--- src/sv/gpmc_pkg.sv ---
// Package with the command codes, item types and fixed constants of the GPIO controller.
`default_nettype none
package gpmc_pkg;

  localparam int unsigned PINS_PER_PORT = 16;
  localparam int unsigned OUT_PORTS     = 4;
  localparam logic [3:0]  NIB_FLOAT     = 4'h4;
  localparam logic [3:0]  NIB_PULL      = 4'h8;
  localparam logic [63:0] MODE_RESET    = {16{NIB_FLOAT}};

  typedef enum logic [3:0] {
    FN_WNOP    = 4'd0,
    FN_CFG     = 4'd1,
    FN_SETPIN  = 4'd2,
    FN_BATCH   = 4'd3,
    FN_TOGGLE  = 4'd4,
    FN_PULL    = 4'd5,
    FN_WLATCH  = 4'd6,
    FN_RNOP    = 4'd7,
    FN_RDIN    = 4'd8,
    FN_RDBIT   = 4'd9,
    FN_RDLATCH = 4'd10
  } func_t;

  typedef struct packed {
    logic [3:0]  func;
    logic [7:0]  pin;
    logic [3:0]  nibble;
    logic [31:0] value;
    logic [31:0] reset_bits;
    logic [63:0] pin_levels;
  } item_t;

  typedef struct packed {
    logic        accepted;
    logic [15:0] read_data;
    logic [3:0]  port_clocks;
    logic [63:0] latch_levels;
  } result_t;

endpackage
`default_nettype wire

--- src/sv/gpmc_if.sv ---
// Interfaces of the command channel and the result channel.
`default_nettype none
interface gpmc_in_if;
  logic        valid;
  logic        ready;
  logic [3:0]  func;
  logic [7:0]  pin;
  logic [3:0]  nibble;
  logic [31:0] value;
  logic [31:0] reset_bits;
  logic [63:0] pin_levels;

  modport source (output valid, func, pin, nibble, value, reset_bits, pin_levels,
                  input ready);
  modport sink (input valid, func, pin, nibble, value, reset_bits, pin_levels,
                output ready);
endinterface

interface gpmc_out_if;
  logic        valid;
  logic        ready;
  logic        accepted;
  logic [15:0] read_data;
  logic [3:0]  port_clocks;
  logic [63:0] latch_levels;

  modport source (output valid, accepted, read_data, port_clocks, latch_levels,
                  input ready);
  modport sink (input valid, accepted, read_data, port_clocks, latch_levels,
                output ready);
endinterface
`default_nettype wire

--- src/sv/gpio_multi_port_controller_unit.sv ---
// Top level of the multi-port GPIO controller.
// One command beat is taken per clock cycle when the result side keeps up; each beat passes an
// input register, one read-modify-write of the addressed port (or of ports A and B for a batch
// set/reset) and a result register before its result is offered on the output channel. A result
// held back by the sink keeps the command register occupied, and the input then stalls until the
// result leaves.
// The result carries the output latches and clock enables as they stand after the command.
// Ports beyond D hold state but are not shown in the result and read their inputs as zero.
`default_nettype none
module gpio_multi_port_controller_unit
  import gpmc_pkg::*;
#(
  parameter int unsigned PORT_COUNT = 4
) (
  input  logic              clk,
  input  logic              rst_n,
  gpmc_in_if.sink           in_ch,
  gpmc_out_if.source        out_ch
);

  logic                        s1_valid_r;
  item_t                       s1_item_r;
  logic                        out_valid_r;
  result_t                     out_res_r;
  logic                        commit;
  logic [PORT_COUNT-1:0][15:0] port_latch;
  logic [PORT_COUNT-1:0][63:0] port_mode;
  logic [PORT_COUNT-1:0]       port_clk_en;
  logic [PORT_COUNT-1:0][15:0] latch_nxt;
  logic [PORT_COUNT-1:0][63:0] mode_nxt;
  logic [PORT_COUNT-1:0]       clk_en_nxt;
  result_t                     res;

  assign commit      = s1_valid_r && (!out_valid_r || out_ch.ready);
  assign in_ch.ready = !s1_valid_r || commit;

  always_ff @(posedge clk) begin
    if (!rst_n) begin
      s1_valid_r <= 1'b0;
    end else if (in_ch.ready) begin
      s1_valid_r <= in_ch.valid;
    end
  end

  always_ff @(posedge clk) begin
    if (in_ch.valid && in_ch.ready) begin
      s1_item_r <= '{func: in_ch.func, pin: in_ch.pin, nibble: in_ch.nibble,
                     value: in_ch.value, reset_bits: in_ch.reset_bits,
                     pin_levels: in_ch.pin_levels};
    end
  end

  gpmc_exec #(.PORT_COUNT(PORT_COUNT)) u_exec (
    .item       (s1_item_r),
    .latch      (port_latch),
    .mode       (port_mode),
    .clk_en     (port_clk_en),
    .latch_nxt  (latch_nxt),
    .mode_nxt   (mode_nxt),
    .clk_en_nxt (clk_en_nxt),
    .res        (res)
  );

  gpmc_port_bank #(.PORT_COUNT(PORT_COUNT)) u_port_bank (
    .clk        (clk),
    .rst_n      (rst_n),
    .commit     (commit),
    .latch_nxt  (latch_nxt),
    .mode_nxt   (mode_nxt),
    .clk_en_nxt (clk_en_nxt),
    .latch      (port_latch),
    .mode       (port_mode),
    .clk_en     (port_clk_en)
  );

  always_ff @(posedge clk) begin
    if (!rst_n) begin
      out_valid_r <= 1'b0;
    end else if (commit) begin
      out_valid_r <= 1'b1;
    end else if (out_ch.ready) begin
      out_valid_r <= 1'b0;
    end
  end

  always_ff @(posedge clk) begin
    if (commit) begin
      out_res_r <= res;
    end
  end

  assign out_ch.valid        = out_valid_r;
  assign out_ch.accepted     = out_res_r.accepted;
  assign out_ch.read_data    = out_res_r.read_data;
  assign out_ch.port_clocks  = out_res_r.port_clocks;
  assign out_ch.latch_levels = out_res_r.latch_levels;

`ifndef SYNTHESIS
  // Clock enables are only ever set, never cleared, outside reset.
  a_clk_sticky: assert property (@(posedge clk) disable iff (!rst_n)
    rst_n |=> ((port_clk_en & $past(port_clk_en)) == $past(port_clk_en)))
    else $error("port clock enable cleared");

  // A rejected command returns no read data.
  a_reject_zero: assert property (@(posedge clk) disable iff (!rst_n)
    (out_ch.valid && !out_ch.accepted) |-> (out_ch.read_data == 16'd0))
    else $error("read data on rejected beat");

  // A held command with a stalled result blocks the input side.
  a_stall_blocks: assert property (@(posedge clk) disable iff (!rst_n)
    (s1_valid_r && out_valid_r && !out_ch.ready) |-> !in_ch.ready)
    else $error("input taken while pipeline is full");

  // The latches move only when a command is committed.
  a_latch_hold: assert property (@(posedge clk) disable iff (!rst_n)
    (rst_n && !commit) |=> $stable(port_latch))
    else $error("latch changed without a commit");
`endif

endmodule
`default_nettype wire

--- src/sv/gpmc_exec.sv ---
// Command decode and read-modify-write of the port registers for one beat.
`default_nettype none
module gpmc_exec
  import gpmc_pkg::*;
#(
  parameter int unsigned PORT_COUNT = 4
) (
  input  item_t                          item,
  input  logic [PORT_COUNT-1:0][15:0]    latch,
  input  logic [PORT_COUNT-1:0][63:0]    mode,
  input  logic [PORT_COUNT-1:0]          clk_en,
  output logic [PORT_COUNT-1:0][15:0]    latch_nxt,
  output logic [PORT_COUNT-1:0][63:0]    mode_nxt,
  output logic [PORT_COUNT-1:0]          clk_en_nxt,
  output result_t                        res
);

  func_t       fn;
  logic [3:0]  port;
  logic [3:0]  local_pin;
  logic        port_ok;
  logic [15:0] bit_mask;
  logic [5:0]  nib_sh;
  logic [63:0] nib_mask;
  logic [15:0] in_word;
  logic [15:0] sel_latch;
  logic [15:0] set_m;
  logic [15:0] rst_m;
  logic        ok;
  logic [15:0] rd;

  always_comb begin
    fn        = func_t'(item.func);
    port      = item.pin[7:4];
    local_pin = item.pin[3:0];
    port_ok   = (32'(port) < PORT_COUNT);
    bit_mask  = 16'd1 << local_pin;
    nib_sh    = {local_pin, 2'b00};
    nib_mask  = 64'hF << nib_sh;
    in_word   = (port[3:2] == 2'b00) ? 16'(item.pin_levels >> {port[1:0], 4'b0000}) : 16'd0;
    sel_latch = 16'd0;
    latch_nxt  = latch;
    mode_nxt   = mode;
    clk_en_nxt = clk_en;
    set_m = 16'd0;
    rst_m = 16'd0;

    for (int p = 0; p < PORT_COUNT; p++) begin
      if (port == 4'(p)) begin
        sel_latch = latch[p];
      end
      if (fn == FN_BATCH && p < 2) begin
        set_m = (p == 0) ? item.value[15:0] : item.value[31:16];
        rst_m = (p == 0) ? item.reset_bits[15:0] : item.reset_bits[31:16];
        clk_en_nxt[p] = 1'b1;
        latch_nxt[p]  = (latch[p] & ~rst_m) | set_m;
      end else if (port == 4'(p)) begin
        case (fn) inside
          FN_CFG, FN_SETPIN, FN_TOGGLE, FN_PULL, FN_WLATCH, FN_RDIN, FN_RDBIT,
          FN_RDLATCH: clk_en_nxt[p] = 1'b1;
          default: ;
        endcase
        case (fn)
          FN_CFG: begin
            mode_nxt[p] = (mode[p] & ~nib_mask) | (64'(item.nibble) << nib_sh);
          end
          FN_SETPIN: begin
            latch_nxt[p] = (item.value != 32'd0) ? (latch[p] | bit_mask)
                                                 : (latch[p] & ~bit_mask);
          end
          FN_TOGGLE: begin
            latch_nxt[p] = in_word[local_pin] ? (latch[p] & ~bit_mask)
                                              : (latch[p] | bit_mask);
          end
          FN_PULL: begin
            if (item.value == 32'd0) begin
              mode_nxt[p] = (mode[p] & ~nib_mask) | (64'(NIB_FLOAT) << nib_sh);
            end else begin
              mode_nxt[p]  = (mode[p] & ~nib_mask) | (64'(NIB_PULL) << nib_sh);
              latch_nxt[p] = (item.value == 32'd1) ? (latch[p] | bit_mask)
                                                   : (latch[p] & ~bit_mask);
            end
          end
          FN_WLATCH: latch_nxt[p] = item.value[15:0];
          default: ;
        endcase
      end
    end

    ok = 1'b0;
    rd = 16'd0;
    case (fn) inside
      FN_WNOP, FN_BATCH: ok = 1'b1;
      FN_CFG, FN_SETPIN, FN_TOGGLE, FN_PULL, FN_WLATCH: ok = port_ok;
      FN_RDIN: begin
        ok = port_ok;
        rd = in_word;
      end
      FN_RDBIT: begin
        ok = port_ok;
        rd = {15'd0, in_word[local_pin]};
      end
      FN_RDLATCH: begin
        ok = port_ok;
        rd = sel_latch;
      end
      default: ok = 1'b0;
    endcase

    res.accepted     = ok;
    res.read_data    = ok ? rd : 16'd0;
    res.port_clocks  = 4'd0;
    res.latch_levels = 64'd0;
    for (int p = 0; p < PORT_COUNT && p < OUT_PORTS; p++) begin
      res.port_clocks[p]             = clk_en_nxt[p];
      res.latch_levels[p*16 +: 16]   = latch_nxt[p];
    end
  end

endmodule
`default_nettype wire

--- src/sv/gpmc_port_bank.sv ---
// Mode words, output latches and clock-enable bits of all ports.
`default_nettype none
module gpmc_port_bank
  import gpmc_pkg::*;
#(
  parameter int unsigned PORT_COUNT = 4
) (
  input  logic                        clk,
  input  logic                        rst_n,
  input  logic                        commit,
  input  logic [PORT_COUNT-1:0][15:0] latch_nxt,
  input  logic [PORT_COUNT-1:0][63:0] mode_nxt,
  input  logic [PORT_COUNT-1:0]       clk_en_nxt,
  output logic [PORT_COUNT-1:0][15:0] latch,
  output logic [PORT_COUNT-1:0][63:0] mode,
  output logic [PORT_COUNT-1:0]       clk_en
);

  logic [PORT_COUNT-1:0][15:0] latch_r;
  logic [PORT_COUNT-1:0][63:0] mode_r;
  logic [PORT_COUNT-1:0]       clk_en_r;

  always_ff @(posedge clk) begin
    if (!rst_n) begin
      latch_r  <= '0;
      mode_r   <= {PORT_COUNT{MODE_RESET}};
      clk_en_r <= '0;
    end else if (commit) begin
      latch_r  <= latch_nxt;
      mode_r   <= mode_nxt;
      clk_en_r <= clk_en_nxt;
    end
  end

  assign latch  = latch_r;
  assign mode   = mode_r;
  assign clk_en = clk_en_r;

endmodule
`default_nettype wire

--- src/flat_wrapper.sv ---
// flat-port wrapper written by rule: the top's interface ports become plain ports
module gpio_multi_port_controller_unit_flat import gpmc_pkg::*;
#(
  parameter int unsigned PORT_COUNT = 4
)
  (clk, rst_n, in_ch_valid, in_ch_func, in_ch_pin, in_ch_nibble, in_ch_value, in_ch_reset_bits, in_ch_pin_levels, in_ch_ready, out_ch_valid, out_ch_accepted, out_ch_read_data, out_ch_port_clocks, out_ch_latch_levels, out_ch_ready);
  gpmc_in_if in_ch_i ();
  gpmc_out_if out_ch_i ();
  input  logic clk;
  input  logic rst_n;
  input wire logic [$bits(in_ch_i.valid)-1:0] in_ch_valid;
  input wire logic [$bits(in_ch_i.func)-1:0] in_ch_func;
  input wire logic [$bits(in_ch_i.pin)-1:0] in_ch_pin;
  input wire logic [$bits(in_ch_i.nibble)-1:0] in_ch_nibble;
  input wire logic [$bits(in_ch_i.value)-1:0] in_ch_value;
  input wire logic [$bits(in_ch_i.reset_bits)-1:0] in_ch_reset_bits;
  input wire logic [$bits(in_ch_i.pin_levels)-1:0] in_ch_pin_levels;
  output wire logic [$bits(in_ch_i.ready)-1:0] in_ch_ready;
  output wire logic [$bits(out_ch_i.valid)-1:0] out_ch_valid;
  output wire logic [$bits(out_ch_i.accepted)-1:0] out_ch_accepted;
  output wire logic [$bits(out_ch_i.read_data)-1:0] out_ch_read_data;
  output wire logic [$bits(out_ch_i.port_clocks)-1:0] out_ch_port_clocks;
  output wire logic [$bits(out_ch_i.latch_levels)-1:0] out_ch_latch_levels;
  input wire logic [$bits(out_ch_i.ready)-1:0] out_ch_ready;
  assign in_ch_i.valid = in_ch_valid;
  assign in_ch_i.func = in_ch_func;
  assign in_ch_i.pin = in_ch_pin;
  assign in_ch_i.nibble = in_ch_nibble;
  assign in_ch_i.value = in_ch_value;
  assign in_ch_i.reset_bits = in_ch_reset_bits;
  assign in_ch_i.pin_levels = in_ch_pin_levels;
  assign in_ch_ready = in_ch_i.ready;
  assign out_ch_valid = out_ch_i.valid;
  assign out_ch_accepted = out_ch_i.accepted;
  assign out_ch_read_data = out_ch_i.read_data;
  assign out_ch_port_clocks = out_ch_i.port_clocks;
  assign out_ch_latch_levels = out_ch_i.latch_levels;
  assign out_ch_i.ready = out_ch_ready;
  gpio_multi_port_controller_unit #(.PORT_COUNT(PORT_COUNT)) u_core (.clk(clk), .rst_n(rst_n), .in_ch(in_ch_i), .out_ch(out_ch_i));
endmodule
--- config.mk ---
export PLATFORM = sky130hd
export DESIGN_NAME = gpio_multi_port_controller_unit_flat
export DESIGN_NICKNAME = d
export VERILOG_FILES = /design/src/sv/gpmc_pkg.sv /design/src/sv/gpmc_if.sv /design/src/sv/gpio_multi_port_controller_unit.sv /design/src/sv/gpmc_exec.sv /design/src/sv/gpmc_port_bank.sv /design/src/flat_wrapper.sv
export SDC_FILE = /design/constraint.sdc
export NUM_CORES = 1
export LEC_CHECK = 0
export ABC_AREA = 1
export BUFFER_PORTS_ARGS = -buffer_cell sky130_fd_sc_hd__buf_2
export CAP_MARGIN = 25
export CORE_MARGIN = 2
export CORE_UTILIZATION = 30
export DETAILED_ROUTE_END_ITERATION = 6
export PLACE_DENSITY_LB_ADDON = 0.25
export SLEW_MARGIN = 40
export SYNTH_ARGS = -nofsm -noshare
export SYNTH_HDL_FRONTEND = slang
export SYNTH_SLANG_ARGS = --single-unit
--- constraint.sdc ---
create_clock -name clk -period 4.75 [get_ports clk]
set_input_delay 0.95 -clock clk [delete_from_list [all_inputs] [get_ports clk]]
set_output_delay 0.95 -clock clk [all_outputs]
set_load 0.02 [all_outputs]
Yosys cells after proc, flatten, opt, wreduce, memory -nomap -nowiden:

Index checks and enable logic that the tools add are counted.

* bits in registers: 295
* input bits: 148
* output and inout bits: 87

* $lt $le $gt $ge: 2
* equality and inequality tests: 13
* shifts and indexed selects: 2
* mux-type cells: 53
* bitwise operators: 16
* reduce and logical (&&, ||, !) cells: 16

Operators with widths (number)
* $mux W16: 30
* $pmux W16 S4: 4
* $and A16 B16 Y16: 6
* $or A16 B16 Y16: 6
* $shr A64 B6 Y16: 1
* $not A16 Y16: 3
* $eq A32 B1 Y1 const B: 1
* $logic_not A32 Y1: 1
* $reduce_bool A32 Y1: 1
* $mux W1: 18
* $eq A4 B2 Y1 const B: 4
* $reduce_or A8 Y1: 2
* $shl A1 B4 Y16 const A: 1
* $eq A4 B3 Y1 const B: 3
* $eq A4 B4 Y1 const B: 3
* $eq A4 B1 Y1 const B: 2
* $logic_not A4 Y1: 2
* $lt A4 B5 Y1 const B: 1
* $reduce_or A5 Y1: 1
* $bmux W1 S4: 1
* $lt A4 B3 Y1 const B: 1
* $logic_and A1 B1 Y1: 2
* $logic_not A1 Y1: 2
* $logic_not A2 Y1: 1
* 4 further kinds: 5

Depth between registers and ports, before layout:

* depth after elaboration: 8
* mapped depth: 17

Cells and area by module:

Synthesis repeated with hierarchy kept, for this count alone.

* cells, all modules: 4277
* area total of the unflattened synthesis: 29709.7 um^2

Modules (own cells, without submodules)
* gpmc_port_bank: instances 1, cells an instance 1924, area an instance 13132.6 um^2, sequential area each 6486.2 um^2
* gpmc_exec: instances 1, cells an instance 2111, area an instance 9605.5 um^2, sequential area each 0.0 um^2
* gpio_multi_port_controller_unit: instances 1, cells an instance 242, area an instance 6971.7 um^2, sequential area each 6916.6 um^2

Worst setup path after synthesis:

Ideal clock, no wire load.

* path kind: input port to flip-flop
* start point: in out_ch_ready
* end point: reg u_core.s1_item_r[0] (netlist name) (enable)
* arrival time: 4.019 ns
* path slack: 0.238 ns
* stages: 4
* buffers on the path: 0
* cell sequence: inv_1 > nand3_1 > nand2_1 > inv_1

* cells in the longest elaborated chain, start to end: 4

RTL lines
* start: declaration: line flat_wrapper.sv:24 `input wire logic [$bits(out_ch_i.ready)-1:0] out_ch_ready;`
* $logic_or A1 B1 Y1: line gpio_multi_port_controller_unit.sv:34 `assign commit = s1_valid_r && (!out_valid_r || out_ch.ready);`
* $logic_and A1 B1 Y1: line gpio_multi_port_controller_unit.sv:34
* $logic_or A1 B1 Y1: line gpio_multi_port_controller_unit.sv:35 `assign in_ch.ready = !s1_valid_r || commit;`
* via in_ch_ready: line flat_wrapper.sv:18 `output wire logic [$bits(in_ch_i.ready)-1:0] in_ch_ready;`
* $logic_and A1 B1 Y1: line gpio_multi_port_controller_unit.sv:46 `if (in_ch.valid && in_ch.ready) begin`
* end signal: assignment: line gpio_multi_port_controller_unit.sv:47 `s1_item_r <= '{func: in_ch.func, pin: in_ch.pin, nibble: in_ch.nibble,`
* end: declaration: line gpio_multi_port_controller_unit.sv:22 `item_t s1_item_r;`

The timed path passes the listed nets, and every way through them passes these cells.
A chain may end at the register's enable or synchronous reset.

==> impl_metrics.yaml <==
timing:
  skew_ns: 0.0247
  hold_violations: 0
  tightest_slew_ns: 0.879
  grt_setup_unrepaired: "false"
  post-route-period-util_pct: 67.5
  timing.fmax_mhz: 312
  layout_min_cycle_time_ns: 3.21
  setup_viol: 0
  slew_headroom_pct: 41.3
  drv_slew: 0
  fin_tns_setup_ns: 0
layout:
  drive_gt1_share_pct: 15.8
  diodes: 0
  finish.utilization_pct: 36.0
  nets: 2418
  areaGrowthSynthToFinish_pct: 19.0
  fin_cells: 2986
yosys:
  synth_most_common_cell: "nand2_1"
  synthTopCellsByCount: "nand2_1 (680), a21oi_1 (246), inv_1 (237), edfxtp_1 (225), nand3_1 (217)"
  synth.yosys.seq_area_share_pct: 51.3
  synth_nets: 2216
  ys_async_sr_fraction_pct: 0
  synthTopCellsByArea: "edfxtp_1 (42%), nand2_1 (16%), dfxtp_1 (8.8%)"
  synth_top_area_share_pct: 42.5
  synth_cells: 2068
  yosys_register_bits: 295
  avgSynthCellArea_um2: 7.69
  synth_area_um2: 15900
  synth_warnings: 0
  synth.largest_area_cell: "edfxtp_1"
  synthDistinctLibCells: 29
  synth_ff_type: "edfxtp_1"
  synth_edf_count: 225
route:
  post_drt_wl_per_cell_um: 19.3
  ant_nets: 0
  firstDrtPassIters: 6
  via_count: 14900
  drt_wl_total_mm: 57.7
  viasPerCell: 5.00
  drtIter0Drc: 1708
  drc: 0
clock_network:
  clockBufferDepth: 3
  cts.repair.resized: 0
  clkTransAtPathRegs_ns: 0.06
  cts_tree: "built"
  hold_buffers: 0
  cts_buffers: 37
  clk_root_buffer_cell: "clkbuf_16"
  post_cts_buffers: 0
  cts_sinks: 295
  ctsHtreeMaxLevel: 2
  clk_latency_ns: 0.56
floorplanning:
  dieHeight_um: 234
  dieArea_um2: 54900
  rows: 84
  die_w_um: 234
  pin_count: 235
  start_util_pct: 30.3
  core_um2: 52600
power_and_ir_drop:
  ir_drop_v: 0.000287
  p_leak_nw: 8.71
  power_density_nw_per_um2: 352
grt:
  grt_antenna_before_repair: 0
  first_global_vias: 13600
  grt_overflow: 0
  grt_usage_pct: 20.6
  grt_pass1_wl_mm: 84.8
  grt_max_degree: 104
setup_path:
  criticalPathCategory: "flip-flop to flip-flop"
  cp.required_ns: 5.05
  critPathCaptureType: "flip-flop"
  worst-path-max-fanout: 34
  startpoint_type: "flip-flop"
  cp.arrival_ns: 3.50
place:
  post-dp-hpwl_mm: 40.9
  io_buffers: 230
  place_inst: 2918
  finalWeightedCongestion: 0.884
status:
  status: "completed"
hold_path:
  hp-class: "flip-flop to flip-flop"
run:
  maxCapViolations: 0
==> final cells by class <==
class	instances	area [um^2]
fill	5481	33600
sequential	295	8160
multi-input combinational	1427	6380
timing repair buffer	253	1360
clock buffer	48	987
inverter	256	978
tap	688	861
clock inverter	19	221
==> worst paths after layout <==
kind                                                           startpoint                                        end  slack (ns)  cells past startpoint
worst max register to register            u_core.s1_item_r[140]$_DFFE_PP_   u_core.out_ch.latch_levels[17]$_DFFE_PP_        1.54                     10
worst min-delay path            u_core.u_port_bank.clk_en[1]$_SDFFE_PN0P_  u_core.u_port_bank.clk_en[1]$_SDFFE_PN0P_        0.46                      2
worst max-delay path                      u_core.s1_item_r[140]$_DFFE_PP_   u_core.out_ch.latch_levels[17]$_DFFE_PP_        1.54                     10
worst min register to register  u_core.u_port_bank.clk_en[1]$_SDFFE_PN0P_  u_core.u_port_bank.clk_en[1]$_SDFFE_PN0P_        0.46                      2
==> cells in the final DEF (no fill, tap or decap), types with 3 or more instances in the layout <==
cell / n
a21oi_1: 246
a221oi_1: 5
buf_2: 230
buf_4: 19
bufinv_16: 4
clkbuf_1: 9
clkbuf_16: 37
clkinv_1: 3
clkinv_2: 5
clkinvlp_4: 3
dfxtp_1: 70
edfxtp_1: 225
inv_1: 235
inv_2: 17
inv_8: 3
nand2_1: 679
nand2_2: 10
nand3_1: 217
nand4_1: 10
nor2_1: 108
nor2_2: 5
nor2_4: 4
nor3_2: 10
o21ai_0: 98
o221ai_1: 3
o22ai_1: 21
==> worst max-delay path: stages (launching register included) <==
cell and delay [ns]:
edfxtp_1 0.44, nor2_1 0.27, nand2_2 0.52, nand4_2 0.41
nand2_2 0.52, nor2_1 0.25, nand2_1 0.07, a21oi_1 0.11
nand2_1 0.16, nand2_1 0.12, nand2_1 0.05
==> report_power, final <==
group	internal, mW	switching [mW]	leakage [nW]
clock	1.70	1.16	0.584
sequential	2.95	0.0693	2.75
combinational	0.226	0.559	5.38
==> state kept, by name, summed over array words and instances, names as in the netlist <==
| signal | cells |
|---|---|
| u_core.out_ch.latch_levels | 64 |
| u_core.out_ch.accepted | 1 |
| u_core.s1_valid_r | 1 |
| u_core.out_ch.valid | 1 |
| u_core.u_port_bank.latch | 64 |
| u_core.s1_item_r | 140 |
| u_core.out_ch.port_clocks | 4 |
| u_core.u_port_bank.clk_en | 4 |
| u_core.out_ch.read_data | 16 |
==> routing by layer <==
metal  track usage, %  share of wire (%)
met1             30.4                 46
met2             30.5                 43
met3             2.97                7.2
met4             7.25                3.3
met5                0                  0
==> logic make-up (layout without fill, tap and decap cells) <==
| kind of cell | after synthesis | after routing | share of synthesized area [%] |
|---|---|---|---|
| AND/OR/NAND/NOR | 1048 | 1048 | 27.6 |
| AO/OA/AOI/OAI | 379 | 379 | 12.4 |
| buffers and inverters | 346 | 576 | 8.81 |
| flip-flops | 295 | 295 | 51.3 |
==> metrics by stage <==
stage	area, um^2	power (mW)	worst slack, ns	hold WS, ns
6_report	18900	6.67	1.54	0.458
5_1_grt	18900	6.92	1.35	0.488
3_3_place_gp	17700	3.84	1.54	0.435
4_1_cts	18900	6.74	1.55	0.456
2_1_floorplan	15900	3.56	0.238	0.427
3_5_place_dp	17700	3.85	1.55	0.448
Power figures use the tool's default switching activity.
